`config.mk`:
```
export PLATFORM = sky130hd
export DESIGN_NAME = rrd_back
export DESIGN_NICKNAME = d
export VERILOG_FILES = /design/src/hw/rtl/rrd_pkg.sv /design/src/hw/rtl/rrd_back.sv
export SDC_FILE = /design/constraint.sdc
export NUM_CORES = 2
export LEC_CHECK = 0
export ABC_AREA = 1
export BUFFER_PORTS_ARGS = -buffer_cell sky130_fd_sc_hd__clkbuf_2
export CAP_MARGIN = 20
export CORE_MARGIN = 2
export CORE_UTILIZATION = 25
export CTS_BUF_LIST = sky130_fd_sc_hd__clkbuf_8
export DETAILED_ROUTE_END_ITERATION = 12
export PLACE_DENSITY = 0.44
export SLEW_MARGIN = 20
export SYNTH_ARGS = -nofsm -noshare
export SYNTH_HDL_FRONTEND = slang
export SYNTH_SLANG_ARGS = --single-unit
```
`constraint.sdc`:
```
create_clock -name clock -period 6.28 [get_ports clock]
set_input_delay 0.628 -clock clock [delete_from_list [all_inputs] [get_ports clock]]
set_output_delay 0.628 -clock clock [all_outputs]
set_load 0.05 [all_outputs]
```
`src/hw/rtl/rrd_pkg.sv`:
```
package rrd_pkg;

   // Restoring square root: a 48-bit radicand gives a 24-bit root, two bits per step.
   localparam int ROOT_STEPS = 24;
   localparam int RAD_W = 2 * ROOT_STEPS;

   // Item mode codes.
   localparam logic MODE_REFLECT = 1'b0;
   localparam logic MODE_REFRACT = 1'b1;

   typedef struct packed {
      logic             mode;
      logic [2:0][19:0] n;
      logic [2:0][23:0] p;
   } rrd_side_type;

   function automatic logic signed [19:0] sat20(input logic signed [63:0] x);
      logic signed [19:0] r;
      if (x > 64'sd524287) begin
         r = 20'sd524287;
      end else if (x < -64'sd524288) begin
         r = -20'sd524288;
      end else begin
         r = x[19:0];
      end
      return r;
   endfunction

   function automatic logic signed [23:0] sat24(input logic signed [63:0] x);
      logic signed [23:0] r;
      if (x > 64'sd8388607) begin
         r = 24'sd8388607;
      end else if (x < -64'sd8388608) begin
         r = -24'sd8388608;
      end else begin
         r = x[23:0];
      end
      return r;
   endfunction

endpackage

```
`src/hw/rtl/rrd_back.sv`:
```
module rrd_back (
   input  logic                           clock,
   input  logic                           reset,
   input  logic                           adv,
   input  logic                           in_valid,
   input  rrd_pkg::rrd_side_type          in_side,
   input  logic [rrd_pkg::ROOT_STEPS-1:0] in_root,
   output logic                           out_valid,
   output logic signed [19:0]             out_x,
   output logic signed [19:0]             out_y,
   output logic signed [19:0]             out_z
);

   logic               vld1_ff, vld2_ff;
   logic               mode_ff;
   logic [2:0][23:0]   p_ff;
   logic signed [44:0] ps_ff [3];
   logic signed [44:0] ps_in [3];
   logic [2:0][19:0]   res_ff, res_in;

   always_comb begin
      logic signed [45:0] neg;
      logic signed [29:0] par;
      for (int i = 0; i < 3; i++) begin
         ps_in[i] = 45'($signed({1'b0, in_root})) * 45'($signed(in_side.n[i]));
         neg = -(46'(ps_ff[i]));
         par = 30'((neg + 46'sd32768) >>> 16);
         if (mode_ff == rrd_pkg::MODE_REFRACT) begin
            res_in[i] = rrd_pkg::sat20(64'($signed(p_ff[i])) + 64'(par));
         end else begin
            res_in[i] = p_ff[i][19:0];
         end
      end
   end

   always_ff @(posedge clock) begin
      if (reset) begin
         vld1_ff <= 1'b0;
         vld2_ff <= 1'b0;
      end else if (adv) begin
         vld1_ff <= in_valid;
         vld2_ff <= vld1_ff;
      end
   end

   always_ff @(posedge clock) begin
      if (adv) begin
         mode_ff <= in_side.mode;
         p_ff    <= in_side.p;
         for (int i = 0; i < 3; i++) begin
            ps_ff[i] <= ps_in[i];
         end
         res_ff <= res_in;
      end
   end

   assign out_valid = vld2_ff;
   assign out_x     = res_ff[0];
   assign out_y     = res_ff[1];
   assign out_z     = res_ff[2];

endmodule

```
==> flow_metrics.tcl <==
set metrics [dict create \
    gr-usage-met3 0.02068 \
    critPathLaunchType "primary input" \
    drv_cap 0 \
    crit_path_start "in_root[13]" \
    syn_area_per_cell_um2 7.648 \
    core_area_um2 273600 \
    seqCellArea_um2 8088 \
    status "completed" \
    cts_tree "yes" \
    holdCritStartpoint "adv" \
    drive_gt1_frac 0.1496 \
    r2r_cells 27 \
    hold_path.class "primary input to flop" \
    crit_top_cell "fa_1" \
    ys_warn_count 0 \
    syn_nets 10960 \
    synthCells 8985 \
    cts_root_buffer "clkbuf_8" \
    fin_worst_skew_ns 0.03459 \
    holdPathStages 1 \
    first_pass_iters 8 \
    worst-path-max-fanout 10 \
    ant_nets 0 \
    port_buffers 221 \
    cts_buffers 53 \
    ys.flop_type "edfxtp_1" \
    grt_pass1_wl_mm 359.6 \
    synth_largest_area_cell "fa_1" \
    synthArstFlopShare 0 \
    first_iter_violations 3148 \
    nets 11950 \
    routabilityCongestion 0.8863 \
    std_cell_rows 192 \
    slowest_stage "fa_1" \
    ys_seq_area_frac 0.1177 \
    multi_input_area_um2 50300 \
    final.min_clock_period_ns 6.126 \
    use_met2 0.2629 \
    die-height_um 528.3 \
    cp.arrival_ns 6.62 \
    ioPinCount 222 \
    via_per_inst 4.231 \
    route.detailed.drc 0 \
    synth_top_area_share 0.3444 \
    overflow 0 \
    die_area_um2 279100 \
    grt_pass1_vias 61680 \
    grt_max_degree 106 \
    dpl_worst_slack_ns -0.8828 \
    worst_pin_slew_ns 0.9143 \
    ctsHtreeMaxLevel 2 \
    synth_area_leaders "fa_1 (34%), inv_1 (14%), nand2_1 (13%)" \
    grt_usage 0.1655 \
    endpoint_kind "flop" \
    fmax_mhz 163.2 \
    finalWirelength_mm 229.8 \
    critical-path-max-stage-delay_ns 0.57 \
    dp_hpwl_mm 199.4 \
    setup_ws_ns 0.1536 \
    route.vias.total 57610 \
    r2r_slack_ns 1.01 \
    antenna_found_initial 38 \
    die_width_um 528.3 \
    clk_path_buf_depth 3 \
    maxSlewViolCount 0 \
    clk_pin_slew_worst_paths_ns 0.07 \
    grt_use_met1 0.2402 \
    synth_edf_count 268 \
    synth_cell_types 56 \
    worst-setup-path-type "primary input to flop" \
    min_to "ps_ff[0][47]" \
    clk_latency_ns 0.77 \
    final-setup-viol-count 0 \
    post_drt_wl_per_cell_um 16.88 \
    ys_ff_latch 270 \
    cts.sinks 270 \
    rr_endpoint "out_z[4]" \
    grt_busiest_layer "met2" \
    netlist_area_um2 68710 \
    r2r_start "ps_ff[0][101]" \
    finalHoldViolations 0 \
    synthToLayoutAreaGrowth_pct 21.91 \
    crit_family "adder cells" \
    nFillCells 29550 \
    slew_headroom 0.3904 \
    required_ns 6.77 \
    rsz0062_at_grt "yes" \
    path_buf_inv 9 \
    period_share 0.9755 \
    start_util 0.2511 \
]
state kept, by name (all words and copies together) (netlist names):
register	flops
mode_ff	1
out_valid	1
out_x	20
out_y	20
out_z	20
p_ff	72
ps_ff	135
vld1_ff	1
timing repair:
action | in CTS | in global routing
endpoints found under the setup margin | 2 | 69
endpoints found under the hold margin | 75 | 0
hold buffers | 75 | 0
buffers inserted | 0 | 6
gates resized for setup | 2 | 142
cloned | 0 | 3
pin swaps | 0 | 16
layout make-up:
type,count,area share
inverters,2631,0.1179
multi-input cells,5795,0.6004
diodes,10,0.0002987
clock buffers,54,0.008873
clock inverters,45,0.003734
repair buffers,1222,0.1186
well taps,3589,0.05361
flip-flops and latches,270,0.09655
cells in the final DEF, fill, tap and decap left out, drive strengths merged, types with 10 or more instances in the layout:
cell         instances
a21oi              267
nor2               493
and3                11
o21ai              137
or2                 13
edfxtp             268
diode               10
ha                 633
nor4                31
inv               2644
o21bai              13
a21o                11
o21a                13
dlygate4sd3         75
nand2             2433
xnor2               64
fa                1182
xor2               153
clkbuf             265
nand3              139
clkinv              24
a31oi               48
buf                936
nand4               48
o211ai              10
nor3                42
logic make-up after synthesis:
kind of cell / synth area share
fa+ha+maj: 0.4596
xor+xnor: 0.02777
buf+inv: 0.1603
compound gates: 0.04609
flops: 0.1177
simple gates: 0.1885
worst max-delay path by stage:
stage	depth (start not counted)	endpoint
floorplan	26	ps_ff[0][123]
global placement	23	ps_ff[0][133]
detailed placement	23	ps_ff[0][133]
CTS	25	ps_ff[0][134]
global route	31	ps_ff[0][37]
finish	27	ps_ff[0][78]
synth_stat cells (5+ instances only):
master,n
a21boi_0,9
a21o_1,11
a21oi_1,231
a21oi_2,33
a221oi_1,8
a31oi_1,48
and2_1,7
and3_1,11
buf_1,20
clkbuf_1,263
edfxtp_1,268
fa_1,1182
ha_1,633
inv_1,2618
inv_2,12
nand2_1,2397
nand2_2,33
nand3_1,129
nand3_2,10
nand3b_1,5
nand4_1,48
nor2_1,454
nor2_2,32
nor2_4,7
nor3_1,38
nor4_1,30
o2111ai_1,8
o211ai_1,10
o21a_1,13
o21ai_0,127
o21ai_1,10
o21bai_1,13
or2_2,11
xnor2_1,64
xor2_1,152
per-layer routing:
layer	vias to the layer above	share of wire
met5	-	0.0011
met4	44	0.019
met3	201	0.045
met2	1042	0.44
met1	28210	0.50
li1	28120	-
through the flow:
step	utilization	cells	TNS (ns)	cell area (µm²)	hold slack (ns)
2_1_floorplan	-	8985	-0.002796	69180	0.4303
3_3_place_gp	0.2969	13420	-57.47	81240	0.4376
3_5_place_dp	0.2969	13420	-59.06	81240	0.4606
4_1_cts	0.3036	13600	0	83060	0.1904
5_1_grt	0.3061	13610	-0.2661	83760	0.2359
6_report	0.3061	13620	0	83770	0.2659
Power is left out: the tool's default activity adds up to more than one toggle a clock period on the data nets, which glitch-free logic cannot reach.
